**src/uartrb_pkg.sv**
```systemverilog
`timescale 1ns / 1ps
// ============================================================================
// uartrb_pkg
// Shared types and constants for the UART transmit/receive ring buffers.
// ============================================================================
package uartrb_pkg;

    // Ring geometry
    localparam int DEPTH = 32;
    localparam int PTR_W = $clog2(DEPTH);

    // Field widths
    localparam int CMD_W   = 3;
    localparam int BYTE_W  = 8;
    localparam int COUNT_W = 5;

    // Command codes
    localparam logic [CMD_W-1:0] CMD_HOST_WRITE = 3'd0;
    localparam logic [CMD_W-1:0] CMD_HOST_POP   = 3'd1;
    localparam logic [CMD_W-1:0] CMD_HOST_PEEK  = 3'd2;
    localparam logic [CMD_W-1:0] CMD_TX_EMPTY   = 3'd3;
    localparam logic [CMD_W-1:0] CMD_RX_BYTE    = 3'd4;

    // One input transaction
    typedef struct packed {
        logic [CMD_W-1:0]  command;
        logic [BYTE_W-1:0] data_byte;
        logic              rx_error;
    } item_t;

    // One result transaction
    typedef struct packed {
        logic               tx_valid;
        logic [BYTE_W-1:0]  tx_byte;
        logic               write_accepted;
        logic [BYTE_W-1:0]  read_data;
        logic [COUNT_W-1:0] rx_count;
        logic               tx_request_enabled;
    } result_t;

    // Commands from the controller to the datapath
    typedef struct packed {
        logic capture;  // latch the item and read both rings
        logic commit;   // update the rings and load the result register
    } ctrl_t;

endpackage

```
**src/uartrb_ctrl.sv**
```systemverilog
`timescale 1ns / 1ps
// ============================================================================
// uartrb_ctrl
// Sequencer: accepts one transaction, executes it, and holds the result
// handshake.
// ============================================================================
module uartrb_ctrl (
    input  logic                clk,
    input  logic                rst_n,
    input  logic                item_valid,
    output logic                item_ready,
    output logic                result_valid,
    input  logic                result_ready,
    output uartrb_pkg::ctrl_t   ctrl
);
    import uartrb_pkg::*;

    typedef enum logic [0:0] {
        ST_IDLE,
        ST_EXEC
    } state_t;

    state_t state_reg;
    state_t state_next;
    logic   result_valid_reg;
    logic   result_valid_next;

    // Decode handshake and next state
    always_comb
    begin
        state_next   = state_reg;
        ctrl.capture = 1'b0;
        ctrl.commit  = 1'b0;
        case (state_reg)
            ST_IDLE:
            begin
                if (item_valid)
                begin
                    ctrl.capture = 1'b1;
                    state_next   = ST_EXEC;
                end
            end
            ST_EXEC:
            begin
                // Hold until the result register is free
                if (!result_valid_reg || result_ready)
                begin
                    ctrl.commit = 1'b1;
                    state_next  = ST_IDLE;
                end
            end
            default:
            begin
                state_next = ST_IDLE;
            end
        endcase

        if (ctrl.commit)
            result_valid_next = 1'b1;
        else if (result_ready)
            result_valid_next = 1'b0;
        else
            result_valid_next = result_valid_reg;
    end

    // State and registered outputs
    always_ff @(posedge clk or negedge rst_n)
    begin
        if (!rst_n)
        begin
            state_reg        <= ST_IDLE;
            result_valid_reg <= 1'b0;
        end
        else
        begin
            state_reg        <= state_next;
            result_valid_reg <= result_valid_next;
        end
    end

    assign item_ready   = (state_reg == ST_IDLE);
    assign result_valid = result_valid_reg;

    // A committed transaction is always presented next cycle
    a_commit_presents: assert property (@(posedge clk) disable iff (!rst_n)
        ctrl.commit |=> result_valid)
        else $error("committed result not presented");

    // A captured transaction is held for execution in the following cycle
    a_capture_then_exec: assert property (@(posedge clk) disable iff (!rst_n)
        ctrl.capture |=> !item_ready)
        else $error("captured transaction not held for execution");

    // A pending result is never overwritten before it is taken
    a_no_overwrite: assert property (@(posedge clk) disable iff (!rst_n)
        (result_valid && !result_ready) |-> !ctrl.commit)
        else $error("result overwritten while stalled");

endmodule

```
**src/uartrb_dp.sv**
```systemverilog
`timescale 1ns / 1ps
// ============================================================================
// uartrb_dp
// Datapath: transmit and receive rings, pointers, request enable and the
// result register.
// ============================================================================
module uartrb_dp (
    input  logic                clk,
    input  logic                rst_n,
    input  uartrb_pkg::ctrl_t   ctrl,
    input  uartrb_pkg::item_t   item,
    output uartrb_pkg::result_t result
);
    import uartrb_pkg::*;

    // Ring storage
    logic [BYTE_W-1:0] tx_mem [DEPTH];
    logic [BYTE_W-1:0] rx_mem [DEPTH];
    logic [DEPTH-1:0]  rx_written_reg;
    logic [DEPTH-1:0]  rx_written_next;

    // Latched transaction and read data
    item_t             item_reg;
    logic [BYTE_W-1:0] tx_rd_data_reg;
    logic [BYTE_W-1:0] rx_rd_data_reg;
    logic              rx_rd_written_reg;

    // Control state
    logic [PTR_W-1:0] tx_wp_reg, tx_wp_next;
    logic [PTR_W-1:0] tx_rp_reg, tx_rp_next;
    logic [PTR_W-1:0] tx_pend_reg, tx_pend_next;
    logic [PTR_W-1:0] rx_wp_reg, rx_wp_next;
    logic [PTR_W-1:0] rx_rp_reg, rx_rp_next;
    logic             tx_req_reg, tx_req_next;

    result_t          result_reg, result_next;
    logic             tx_wr_en;
    logic             rx_wr_en;
    logic [BYTE_W-1:0] rx_byte;

    function automatic logic [PTR_W-1:0] ring_advance(input logic [PTR_W-1:0] p);
        if (p == PTR_W'(DEPTH - 1))
            return '0;
        else
            return p + 1'b1;
    endfunction

    function automatic logic [PTR_W:0] ring_gap(input logic [PTR_W-1:0] wp,
                                                input logic [PTR_W-1:0] rp);
        if (wp >= rp)
            return {1'b0, wp} - {1'b0, rp};
        else
            return {1'b0, wp} + (PTR_W + 1)'(DEPTH) - {1'b0, rp};
    endfunction

    // Stale entries that were never written read as zero
    assign rx_byte = rx_rd_written_reg ? rx_rd_data_reg : '0;

    // Execute the latched transaction
    always_comb
    begin
        tx_wp_next      = tx_wp_reg;
        tx_rp_next      = tx_rp_reg;
        tx_pend_next    = tx_pend_reg;
        rx_wp_next      = rx_wp_reg;
        rx_rp_next      = rx_rp_reg;
        tx_req_next     = tx_req_reg;
        rx_written_next = rx_written_reg;
        tx_wr_en        = 1'b0;
        rx_wr_en        = 1'b0;
        result_next     = '0;

        case (item_reg.command)
            CMD_HOST_WRITE:
            begin
                if (tx_pend_reg < PTR_W'(DEPTH - 1))
                begin
                    tx_wr_en                   = 1'b1;
                    tx_wp_next                 = ring_advance(tx_wp_reg);
                    tx_pend_next               = tx_pend_reg + 1'b1;
                    tx_req_next                = 1'b1;
                    result_next.write_accepted = 1'b1;
                end
            end
            CMD_HOST_POP:
            begin
                result_next.read_data = rx_byte;
                rx_rp_next            = ring_advance(rx_rp_reg);
            end
            CMD_HOST_PEEK:
            begin
                result_next.read_data = rx_byte;
            end
            CMD_TX_EMPTY:
            begin
                if (tx_req_reg)
                begin
                    if (tx_pend_reg != '0)
                    begin
                        tx_pend_next         = tx_pend_reg - 1'b1;
                        tx_rp_next           = ring_advance(tx_rp_reg);
                        result_next.tx_valid = 1'b1;
                        result_next.tx_byte  = tx_rd_data_reg;
                    end
                    else
                    begin
                        tx_req_next = 1'b0;
                    end
                end
            end
            CMD_RX_BYTE:
            begin
                if (!item_reg.rx_error)
                begin
                    rx_wr_en                   = 1'b1;
                    rx_written_next[rx_wp_reg] = 1'b1;
                    rx_wp_next                 = ring_advance(rx_wp_reg);
                end
            end
            default:
            begin
                // Unused codes change nothing
            end
        endcase

        result_next.rx_count           = COUNT_W'(ring_gap(rx_wp_next, rx_rp_next));
        result_next.tx_request_enabled = tx_req_next;
    end

    // Ring memories: write on commit, registered read on capture
    always_ff @(posedge clk)
    begin
        if (ctrl.commit && tx_wr_en)
            tx_mem[tx_wp_reg] <= item_reg.data_byte;
        if (ctrl.commit && rx_wr_en)
            rx_mem[rx_wp_reg] <= item_reg.data_byte;
        if (ctrl.capture)
        begin
            item_reg       <= item;
            tx_rd_data_reg <= tx_mem[tx_rp_reg];
            rx_rd_data_reg <= rx_mem[rx_rp_reg];
        end
        if (ctrl.commit)
            result_reg <= result_next;
    end

    // Pointers, count, request enable and written flags
    always_ff @(posedge clk or negedge rst_n)
    begin
        if (!rst_n)
        begin
            tx_wp_reg         <= '0;
            tx_rp_reg         <= '0;
            tx_pend_reg       <= '0;
            rx_wp_reg         <= '0;
            rx_rp_reg         <= '0;
            tx_req_reg        <= 1'b1;
            rx_written_reg    <= '0;
            rx_rd_written_reg <= 1'b0;
        end
        else
        begin
            if (ctrl.capture)
                rx_rd_written_reg <= rx_written_reg[rx_rp_reg];
            if (ctrl.commit)
            begin
                tx_wp_reg      <= tx_wp_next;
                tx_rp_reg      <= tx_rp_next;
                tx_pend_reg    <= tx_pend_next;
                rx_wp_reg      <= rx_wp_next;
                rx_rp_reg      <= rx_rp_next;
                tx_req_reg     <= tx_req_next;
                rx_written_reg <= rx_written_next;
            end
        end
    end

    assign result = result_reg;

    // Pending count always matches the transmit pointer distance
    a_tx_pend_gap: assert property (@(posedge clk) disable iff (!rst_n)
        {1'b0, tx_pend_reg} == ring_gap(tx_wp_reg, tx_rp_reg))
        else $error("transmit pending count out of step with pointers");

    // An accepted host write leaves the request enabled
    a_write_enables: assert property (@(posedge clk) disable iff (!rst_n)
        (ctrl.commit && result_next.write_accepted) |=> tx_req_reg)
        else $error("request not enabled after accepted write");

    // Ring state moves only on commit
    a_ptr_hold: assert property (@(posedge clk) disable iff (!rst_n)
        !ctrl.commit |=> ($stable(rx_wp_reg) && $stable(rx_rp_reg)
                          && $stable(tx_pend_reg)))
        else $error("ring state changed outside commit");

endmodule

```
**src/uart_tx_rx_ring_buffers.sv**
```systemverilog
`timescale 1ns / 1ps
// ============================================================================
// uart_tx_rx_ring_buffers
// UART transmit and receive ring buffers with host write, pop, peek,
// transmit-empty and receive-byte transactions.
// ============================================================================
//
//  Channel   Direction  Handshake                    Payload
//  item      in         item_valid / item_ready      item_t   (command, byte, error)
//  result    out        result_valid / result_ready  result_t (one per item)
//
//  Each transaction has an accept cycle that latches the item and
//  registers the read ports of both rings, then an execute cycle that updates
//  the rings and loads the result register.
//  The execute cycle waits while an earlier result is still unclaimed; a new
//  item is taken while the previous result waits.
//  Reset clears all pointers and the receive written flags (unwritten receive
//  entries read as zero) and sets the transmit request enable; no clearing
//  pass is needed.
// ============================================================================
module uart_tx_rx_ring_buffers (
    input  logic                clk,
    input  logic                rst_n,
    input  logic                item_valid,
    output logic                item_ready,
    input  uartrb_pkg::item_t   item,
    output logic                result_valid,
    input  logic                result_ready,
    output uartrb_pkg::result_t result
);
    import uartrb_pkg::*;

    ctrl_t ctrl;

    // Sequencer
    uartrb_ctrl u_ctrl (
        .clk          (clk),
        .rst_n        (rst_n),
        .item_valid   (item_valid),
        .item_ready   (item_ready),
        .result_valid (result_valid),
        .result_ready (result_ready),
        .ctrl         (ctrl)
    );

    // Rings and result register
    uartrb_dp u_dp (
        .clk    (clk),
        .rst_n  (rst_n),
        .ctrl   (ctrl),
        .item   (item),
        .result (result)
    );

endmodule
```
**config.mk**
```make
export PLATFORM = sky130hd
export DESIGN_NAME = uart_tx_rx_ring_buffers
export DESIGN_NICKNAME = d
export VERILOG_FILES = /design/src/uartrb_pkg.sv /design/src/uartrb_ctrl.sv /design/src/uartrb_dp.sv /design/src/uart_tx_rx_ring_buffers.sv
export SDC_FILE = /design/constraint.sdc
export NUM_CORES = 1
export LEC_CHECK = 0
export ABC_AREA = 1
export BUFFER_PORTS_ARGS = -buffer_cell sky130_fd_sc_hd__buf_4
export CORE_MARGIN = 2
export CORE_UTILIZATION = 45
export CTS_CLUSTER_SIZE = 28
export DETAILED_ROUTE_END_ITERATION = 16
export PLACE_DENSITY = 0.67
export SKIP_CTS_REPAIR_TIMING = 1
export SYNTH_ARGS = -nofsm -noshare
export SYNTH_HDL_FRONTEND = slang
export SYNTH_HIERARCHICAL = 1
export SYNTH_SLANG_ARGS = --single-unit
```
**constraint.sdc**
```tcl
create_clock -name clk -period 2.75 [get_ports clk]
set_input_delay 0.55 -clock clk [delete_from_list [all_inputs] [get_ports clk]]
set_output_delay 0.55 -clock clk [all_outputs]
set_load 0.02 [all_outputs]
```
==> results.txt, run 1 <==
WL/cell: 19.4 um
Worst R2R End: u_dp/result[5]$_DFFE_PP_
Hold Crit Endpoint: u_dp/item_reg[6]$_DFFE_PP_
NetSw: 8.23 mW
Synth cell types: 41
Max cap viols: 0
Clock slew at reported path FFs: 0.06 ns
Leakage power: 10.9 nW
Path category of the worst min-delay check: in2reg
CP required: 3.11 ns
RSZ-0062 raised after global routing: true
Non-filler cells, final: 3,095
DRC: 0
Yosys top cell by area: edfxtp_1
Status: completed
Relative slew slack: 0.405
Via count: 16.7k
Skew final: 0.0308 ns
P_int: 17.7 mW
Arr. time, crit path: 3.04 ns
Area grow syn2layout: 13.7%
H-tree levels: 2
Worst hold stages: 1
Vias in the first global route: 16.3k
Clock latency on the worst-skew pair: 0.63 ns
Flop pwr share: 0.429
GP Congestion: 0.842
Final min period: 2.68 ns
Final nets: 2,326
HPWL after detailed placement: 35,300 um
Grt ovf: 0
Chip height: 244 um
First-pass GRT wire length: 92,400 um
CTS tree: done
Tcrit/Tclk final: 0.973
Yosys warns: 6
Rows: 87
Synthesized area: 25,900 um^2
Crit end category: flip-flop
Gate power share: 0.251
Pwr dens: 881 nW/um^2
Slew Viols, Final: 0
Power share of the clock group: 0.320
Ranking of synthesized cells by area: edfxtp_1 66%, nand2_1 6.8%, dfrtp_1 5.8%, nand3_1 5.1%, nor2_1 4.0%
Fmax: 374 MHz
FF-to-FF path depth: 14
Worst-margin pin slew: 0.893 ns
Async S/R FF share, synth: 0.0976
Average cell area after synthesis: 11.8 um^2
Seq/Total Area, Yosys: 0.714
Layout cells sized above 1: 0.129
DIE AREA: 59,400 um^2
Most frequent cells in the layout: 564 x edfxtp_1, 467 x nand2_1, 276 x nor2_1
Commonest non-fill, non-tap cell in the layout: edfxtp_1
Clock sink count: 625
Yosys top cell area share: 0.655
Setup violators final: 0
Critical path launch point type: flip-flop
Starting Density: 0.457
Fillers: 4,792
Clk buf depth: 3
Core area: 56,600 um^2
Via-to-Cell Ratio: 5.40
Design Power: 25.9 mW
Sw Share: 0.318
Peak VDD IR: 0.988 mV
Port Buffers: 41
RR Startpoint: u_dp/rx_rp_reg[0]$_DFFE_PN0P_
DR pass1 iterations: 7
Mapped Cells: 2,189
Min-delay src: item[6]
All-Layer GR Usage: 0.200
Final hold vios: 0
Reg2reg setup slack: 0.07 ns
I/O pin count: 42
Post-synth EDFFs: 564
Antenna-violating nets left: 0
Root Buffer: clkbuf_16
Largest net degree at the start of global routing: 105
Total CTS buffers: 60
Top_reg_cell synth: edfxtp_1
WL final: 60,000 um
Setup tns final: 0 ns
Final core occ: 0.519
Worst-path fanout max: 2
Post-synth net total: 2,228
FF+latch count, synth: 625
DR iter-0 viols: 1,682
# diodes: 0
WS Path Type: reg2reg
Die width: 244 um
Cells after DPL: 2,980
Initial antenna violation count: 0
[worst max path at each step]
stage | start | end | slack, ns | depth (start not counted)
5_1_grt | u_dp/rx_rp_reg[0]$_DFFE_PN0P_ | u_dp/result[5]$_DFFE_PP_ | -0.04 | 14
2_1_floorplan | u_dp/rx_rp_reg[3]$_DFFE_PN0P_ | u_dp/result[5]$_DFFE_PP_ | 0.10 | 14
6_report | u_dp/rx_rp_reg[0]$_DFFE_PN0P_ | u_dp/result[5]$_DFFE_PP_ | 0.07 | 14
3_3_place_gp | u_dp/rx_rp_reg[0]$_DFFE_PN0P_ | u_dp/result[5]$_DFFE_PP_ | -0.04 | 14
3_5_place_dp | u_dp/rx_rp_reg[0]$_DFFE_PN0P_ | u_dp/result[5]$_DFFE_PP_ | -0.01 | 14
4_1_cts | u_dp/rx_rp_reg[0]$_DFFE_PN0P_ | u_dp/result[5]$_DFFE_PP_ | -0.03 | 12
[cells in the mapped netlist, drive strengths merged, types with 7 or more instances]
cell / n
or2: 32
o211ai: 33
xor2: 8
inv: 83
buf: 85
dfrtp: 60
edfxtp: 564
nand2: 476
o31ai: 8
nor2: 281
clkbuf: 28
a21oi: 62
o21ai: 159
nand3: 265
nor3: 7
ha: 21
[kinds of logic after synthesis]
group,synth area share
flip-flops,0.714
AND/OR/NAND/NOR,0.175
AO/OA/AOI/OAI,0.0574
adder cells (fa/ha/maj),0.0117
XOR/XNOR,0.00373
buffers and inverters,0.0376
[through the flow]
step                      setup slack [ns]  hold WS, ns  instance area [um^2]
final                               0.0744        0.102                 29400
after global routing               -0.0388       0.0714                 29400
after CTS                          -0.0324       -0.143                 29400
after detailed placement           -0.0150        0.452                 27400
after global placement             -0.0403        0.447                 27400
after floorplan                      0.104        0.254                 25900
[power by group through the flow]
stage / clock, mW / combinational [mW] / sequential [mW]
2_1_floorplan: 0 / 4.50 / 11.4
3_3_place_gp: 0 / 6.34 / 11.3
3_5_place_dp: 0 / 6.43 / 11.3
4_1_cts: 8.43 / 6.47 / 11.1
5_1_grt: 8.77 / 7.22 / 11.1
6_report: 8.30 / 6.51 / 11.1
[metal layers]
layer	global-route usage	share of wire	vias up
met4	0.0730	0.032	0
met3	0.0279	0.061	103
met1	0.261	0.41	8176
li1	-	-	7830
met5	0	0	-
met2	0.342	0.50	615
[critical path: stages (launching register included)]
cell     delay, ns
dfrtp_4       0.47
ha_1          0.21
nand2_1       0.10
nor2_1        0.05
ha_1          0.18
nor2_1        0.11
nand2_1       0.07
o21ai_2       0.08
ha_2          0.17
inv_1         0.06
fa_2          0.36
a21o_1        0.20
a21oi_2       0.14
xnor2_1       0.15
xnor2_1       0.08
[cell type report]
cell class,count,area [um^2],share of cell area
clock buffers,88,1740,0.0592
clock inverters,26,272,0.00923
inverters,84,319,0.0109
multi-input cells,1367,6440,0.219
flip-flops and latches,625,18500,0.628
well taps,756,946,0.0322
repair buffers,149,1210,0.0411
(Power assumes the default switching activity.)
==> run 2, diff against run 1 <==
--- a/config.mk
+++ b/config.mk
@@ -7,6 +7,7 @@
 export LEC_CHECK = 0
 export ABC_AREA = 1
 export BUFFER_PORTS_ARGS = -buffer_cell sky130_fd_sc_hd__buf_4
+export CORE_ASPECT_RATIO = 0.5
 export CORE_MARGIN = 2
 export CORE_UTILIZATION = 45
 export CTS_CLUSTER_SIZE = 28
==> constraint.sdc (replaced) <==
create_clock -name clk -period 2.75 [get_ports clk]
set_input_delay 0.55 -clock clk [delete_from_list [all_inputs] [get_ports clk]]
set_output_delay 0.55 -clock clk [all_outputs]
set_load 0.05 [all_outputs]
==> run 2 against run 1 <==
Compared with the run above:
- the flow now finishes with violations (negative hold slack)
- hold slack got worse by 0.11 ns
- die area rose by 0.19%
- register-to-register slack hardly changed
- sequential power about the same
- maximum frequency barely moved
- utilization is 0.88 points lower
- flip-flop and latch count unchanged
- via count fell by 0.67%
- clock skew up 0.0070 ns
- sequential share of layout area rose by 0.53 points
- non-clock buffer count up 9
- critical path type unchanged
- largest power group unchanged
==> results.txt, run 2 (synthesized netlist as in run 1, its figures left out) <==
Non-filler cells, final: 3,098 (+0.097%)
Crit-path cells: ha_4, nand2_2, nor2_1, ha_2, nor2_1, nand2_1, o21ai_2, ha_2, inv_1, fa_2, a21o_1, a21oi_2, xnor2_2, xnor2_1
Final nets: 2,328 (+0.086%)
Fillers: 4,847 (+1.1%)
Final min period: 2.68 ns (+0.00146 ns)
Clock latency on the worst-skew pair: 0.60 ns (-0.03 ns)
Commonest non-fill, non-tap cell in the layout: edfxtp_1
Cells after DPL: 3,001 (+0.70%)
Crit end category: flip-flop
GP Congestion: 0.865 (+2.6%)
DR iter-0 viols: 1,870 (+11%)
Fmax: 374 MHz (about the same)
Layout cells sized above 1: 0.128 (-0.000789)
Hold_ws: -0.00313 ns (-0.106 ns)
DRC: 0 (unchanged)
Area grow syn2layout: 12.8%
Arr. time, crit path: 3.01 ns (-0.03 ns)
Area of the multi-input gates: 6460 um^2 (+0.35%)
Initial antenna violation count: 0 (unchanged)
Via count: 16.6k (-0.67%)
WS Path Type: reg2reg
Most frequent cells in the layout: 564 x edfxtp_1, 467 x nand2_1, 276 x nor2_1
Rows: 62 (-29%)
Core area: 57,100 um^2 (+0.87%)
WL final: 59,500 um (-0.95%)
Clock sink count: 625 (unchanged)
Setup tns final: 0 ns (unchanged)
First-pass GRT wire length: 92,100 um (-0.30%)
HPWL after detailed placement: 35,000 um (-0.82%)
NetSw: 8.35 mW (+1.4%)
Critical path launch point type: flip-flop
Leakage power: 10.8 nW (-1.2%)
Tcrit/Tclk final: 0.973 (about the same)
Sw Share: 0.331 (+0.0134)
Gate power share: 0.271 (+0.020)
Status: complete, but fails checks
Reg area: 18,500 um^2 (unchanged)
DR pass1 iterations: 6 (-1)
Setup violators final: 0 (unchanged)
Delay-heaviest family, CP: adder cells
Vias in the first global route: 16.2k (-0.76%)
CTS tree: done
Starting Density: 0.453 (-0.00392)
Path category of the worst min-delay check: in2async
Via-to-Cell Ratio: 5.36 (-0.77%)
Peak VDD IR: 0.606 mV (-39%)
Flop pwr share: 0.441 (+0.012)
Port Buffers: 41 (unchanged)
Relative slew slack: 0.313 (-0.0915)
Die width: 343 um (+41%)
Total CTS buffers: 53 (-12%)
Antenna-violating nets left: 0 (unchanged)
CP required: 3.08 ns (-0.03 ns)
Slew Viols, Final: 0 (unchanged)
Failing checks: negative hold slack
P_int: 16.9 mW (-4.6%)
Pwr dens: 865 nW/um^2 (-1.8%)
DIE AREA: 59,500 um^2 (+0.19%)
CP peak stage delay: 0.49 ns (+0.02 ns)
Power share of the clock group: 0.289 (-0.031)
Skew final: 0.0378 ns (+0.00705 ns)
H-tree levels: 2 (unchanged)
Final hold vios: 1 (+1)
Root Buffer: clkbuf_16
Slowest-stage cell, CP: dfrtp_4
Chip height: 173 um (-29%)
WL/cell: 19.2 um (-1.0%)
Buf+Inv Stages, Crit Path: 1 (unchanged)
Reg2reg setup slack: 0.07 ns (about the same)
Grt ovf: 0 (unchanged)
Max cap viols: 0 (unchanged)
Worst-margin pin slew: 1.03 ns (+0.133 ns)
Clock slew at reported path FFs: 0.07 ns (about the same)
Clk buf depth: 3 (unchanged)
I/O pin count: 42 (unchanged)
All-Layer GR Usage: 0.199 (-0.00129)
# diodes: 0 (unchanged)
Largest net degree at the start of global routing: 105 (unchanged)
Worst-path fanout max: 3 (+1)
run 2: worst reg2reg max path, cell delays in order, from the launching register on:
cell	delay [ns]
dfrtp_4	0.49
ha_4	0.17
nand2_2	0.06
nor2_1	0.05
ha_2	0.19
nor2_1	0.09
nand2_1	0.07
o21ai_2	0.07
ha_2	0.18
inv_1	0.06
fa_2	0.39
a21o_1	0.17
a21oi_2	0.18
xnor2_2	0.09
xnor2_1	0.15
run 2: per-layer routing:
metal,GRT usage,wire length [um],vias up
met3,0.0306,4020,102
met2,0.321,28000,540
met1,0.281,26000,8138
met5,0,0,-
met4,0.0559,1450,0
li1,-,-,7832
run 2: cell type report:
class	instances	share of cell area
flip-flops and latches	625	0.634
multi-input cells	1367	0.222
clock buffers	73	0.0509
repair buffers	158	0.0441
well taps	768	0.0330
inverters	84	0.0109
clock inverters	23	0.00566
run 2: worst paths after layout:
check | endpoint | startpoint | depth (start not counted)
max | u_dp/result[5]$_DFFE_PP_ | u_dp/rx_rp_reg[0]$_DFFE_PN0P_ | 14
min | u_dp/rx_rp_reg[0]$_DFFE_PN0P_ | rst_n | 1
max reg2reg | u_dp/result[5]$_DFFE_PP_ | u_dp/rx_rp_reg[0]$_DFFE_PN0P_ | 14
min reg2reg | u_dp/rx_written_reg[19]$_DFFE_PN0P_ | u_dp/rx_written_reg[19]$_DFFE_PN0P_ | 1
max in group asynchronous | u_dp/rx_written_reg[19]$_DFFE_PN0P_ | rst_n | 2
min in group clk | u_dp/item_reg[8]$_DFFE_PP_ | item[8] | 1
run 2: power by group through the flow:
stage | registers (mW) | clock network [mW] | logic, mW
floorplan | 11.6 | 0 | 4.50
global placement | 11.3 | 0 | 6.61
detailed placement | 11.3 | 0 | 6.72
CTS | 11.1 | 7.39 | 6.75
global route | 11.1 | 7.75 | 7.57
finish | 11.1 | 7.28 | 6.83
run 2: through the flow:
step	area (um^2)	hold slack, ns	power [mW]	utilization	setup WS (ns)
finish	29200	-0.00313	25.2	0.511	0.0730
global route	29200	0.0337	26.5	0.511	-0.0503
CTS	29100	0.00154	25.2	0.510	-0.0805
detailed placement	27500	0.451	18.0	0.481	-0.0405
floorplan	25900	0.254	16.1	-	0.104
global placement	27500	0.446	17.9	0.481	-0.0332
==> run 3, diff against run 2 <==
--- a/config.mk
+++ b/config.mk
@@ -12,7 +12,7 @@
 export CORE_UTILIZATION = 45
 export CTS_CLUSTER_SIZE = 28
 export DETAILED_ROUTE_END_ITERATION = 16
-export PLACE_DENSITY = 0.67
+export PLACE_DENSITY = 0.64
 export SKIP_CTS_REPAIR_TIMING = 1
 export SYNTH_ARGS = -nofsm -noshare
 export SYNTH_HDL_FRONTEND = slang
==> constraint.sdc (replaced) <==
create_clock -name clk -period 3 [get_ports clk]
set_input_delay 0.6 -clock clk [delete_from_list [all_inputs] [get_ports clk]]
set_output_delay 0.6 -clock clk [all_outputs]
set_load 0.05 [all_outputs]
==> run 3 against run 2 <==
Compared with the run above:
- count of clock-buffer cells in the layout decreased by 5
- critical path type unchanged
- critical path depth stayed put
- flip-flop and latch count unchanged
- largest cell class unchanged
- the flow now finishes without violations
- power decreased by 6.4%
==> results.txt, run 3 (synthesized netlist as in run 1, its figures left out) <==
Status: completed
CTS tree: done
Total CTS buffers: 55 (+3.8%)
Layout cells sized above 1: 0.123 (-0.00542)
Worst path depth: 14 (unchanged)
Reg2reg setup slack: 0.18 ns (+0.11 ns)
CP peak stage delay: 0.47 ns (-0.02 ns)
Clock sink count: 625 (unchanged)
CP Launch Point: u_dp/rx_rp_reg[0]$_DFFE_PN0P_
Arr. time, crit path: 3.16 ns (+0.15 ns)
Critical Path Sink: u_dp/result[5]$_DFFE_PP_
Leakage power: 10.8 nW (+0.33%)
Hold_ws: 0.0485 ns (+0.0516 ns)
CP dominant cell by count: ha_1
Final nets: 2,319 (-0.39%)
Worst-path fanout max: 3 (unchanged)
I/O pin count: 42 (unchanged)
Design Power: 23.6 mW (-6.4%)
Die width: 343 um (unchanged)
RSZ-0062 raised after global routing: false
Tcrit/Tclk final: 0.940 (-0.0330)
RR Startpoint: u_dp/rx_rp_reg[0]$_DFFE_PN0P_
Clock slew at reported path FFs: 0.07 ns (about the same)
Clk buf depth: 3 (unchanged)
DRC: 0 (unchanged)
CP required: 3.33 ns (+0.25 ns)
Chip height: 173 um (unchanged)
Worst-margin pin slew: 0.905 ns (-0.121 ns)
Placement Cell Area: 27,300 um^2 (-0.46%)
HPWL after detailed placement: 33,800 um (-3.3%)
GP Congestion: 0.816 (-5.6%)
WS Path Type: reg2reg
WL/cell: 19.4 um (+1.0%)
# diodes: 0 (unchanged)
Largest net degree at the start of global routing: 107 (+1.9%)
Via-to-Cell Ratio: 5.35 (-0.26%)
All-Layer GR Usage: 0.201 (+0.00240)
Root Buffer: clkbuf_16
First-pass GRT wire length: 92,900 um (+0.84%)
Area grow syn2layout: 13.0%
Finished Cell Area: 29,200 um^2 (+0.19%)
Delay-heaviest family, CP: adder cells
Buf+Inv Stages, Crit Path: 1 (unchanged)
Commonest non-fill, non-tap cell in the layout: edfxtp_1
Crit end category: flip-flop
Post-Place Worst Slack: 0.163 ns (+0.203 ns)
H-tree levels: 2 (unchanged)
Port Buffers: 41 (unchanged)
Peak VDD IR: 0.651 mV (+7.5%)
Skew final: 0.0168 ns (-0.0210 ns)
DR pass1 iterations: 8 (+2)
Crit-path cells: ha_1, nand2_1, nor2_1, ha_1, nor2_1, nand2_1, o21ai_1, ha_1, inv_1, fa_1, a21o_1, a21oi_1, xnor2_1, xnor2_1
Setup tns final: 0 ns (unchanged)
Most frequent cells in the layout: 564 x edfxtp_1, 468 x nand2_1, 276 x nor2_1
DIE AREA: 59,500 um^2 (unchanged)
DR iter-0 viols: 1,787 (-4.4%)
Core area: 57,100 um^2 (unchanged)
Slowest-stage cell, CP: dfrtp_4
Clock latency on the worst-skew pair: 0.60 ns (about the same)
Final min period: 2.82 ns (+0.144 ns)
Grt ovf: 0 (unchanged)
WL final: 60,000 um (+0.94%)
FF-to-FF path depth: 14 (unchanged)
Pwr dens: 808 nW/um^2 (-6.6%)
Rows: 62 (unchanged)
Vias in the first global route: 15.9k (-1.8%)
Starting Density: 0.453 (unchanged)
Path category of the worst min-delay check: in2async
Via count: 16.6k (-0.36%)
Initial antenna violation count: 0 (unchanged)
Max cap viols: 0 (unchanged)
Final worst slack: 0.179 ns (+0.106 ns)
Antenna-violating nets left: 0 (unchanged)
Slew Viols, Final: 0 (unchanged)
Relative slew slack: 0.396 (+0.0830)
Setup violators final: 0 (unchanged)
Critical path launch point type: flip-flop
Fmax: 354 MHz (-5.1%)
Final hold vios: 0 (-1)
Worst R2R End: u_dp/result[5]$_DFFE_PP_
-- run 3: cell types whose count changed in the layout (fill, tap and decap cells not counted), moves of 2 or more --
cell       before  now
clkinv_1        8   13
buf_4         150  143
clkbuf_8        4    1
bufinv_16       2    9
ha_2            2    0
ha_1           18   21
clkbuf_1       14   11
buf_12          8    4
-- run 3: worst min-delay path by stage --
stage                                   startpoint                             endpoint  slack (ns)  cells after the start
3_5_place_dp   u_dp/rx_written_reg[30]$_DFFE_PN0P_  u_dp/rx_written_reg[30]$_DFFE_PN0P_        0.45                      1
2_1_floorplan                                rst_n      u_ctrl/result_valid$_DFFE_PN0P_        0.30                      0
6_report                                     rst_n  u_dp/rx_written_reg[29]$_DFFE_PN0P_        0.05                      1
3_3_place_gp   u_dp/rx_written_reg[23]$_DFFE_PN0P_  u_dp/rx_written_reg[23]$_DFFE_PN0P_        0.45                      1
5_1_grt                                      rst_n  u_dp/rx_written_reg[31]$_DFFE_PN0P_        0.07                      1
4_1_cts                                      rst_n  u_dp/rx_written_reg[30]$_DFFE_PN0P_        0.06                      1
-- run 3: cell type report --
| type | instances | area [um^2] |
|---|---|---|
| Multi-Input combinational cell | 1367 | 6430 |
| Fill cell | 4918 | 27900 |
| Sequential cell | 625 | 18500 |
| Tap cell | 768 | 961 |
| Clock buffer | 68 | 1460 |
| Inverter | 84 | 319 |
| Timing Repair Buffer | 147 | 1150 |
| Clock inverter | 36 | 418 |
-- run 3: per-stage QoR --
step | utilization | instances
2_1_floorplan | - | 2189
3_3_place_gp | 0.479 | 2991
3_5_place_dp | 0.479 | 2991
4_1_cts | 0.512 | 3095
5_1_grt | 0.512 | 3095
6_report | 0.512 | 3095
-- run 3: power breakdown --
part	internal [mW]	leakage (nW)	total, mW	switching, mW
sequential	9.97	5.90	10.2	0.267
clock	4.24	0.918	7.40	3.17
combinational	1.75	3.99	5.95	4.20
total	16.0	10.8	23.6	7.64
-- run 3: routing by layer --
metal / vias to the layer above / part of all wire / track usage
met4: 0 / 0.019 / 0.0462
met3: 76 / 0.060 / 0.0259
met2: 486 / 0.47 / 0.325
met5: - / 0 / 0
met1: 8177 / 0.45 / 0.292
li1: 7813 / - / -
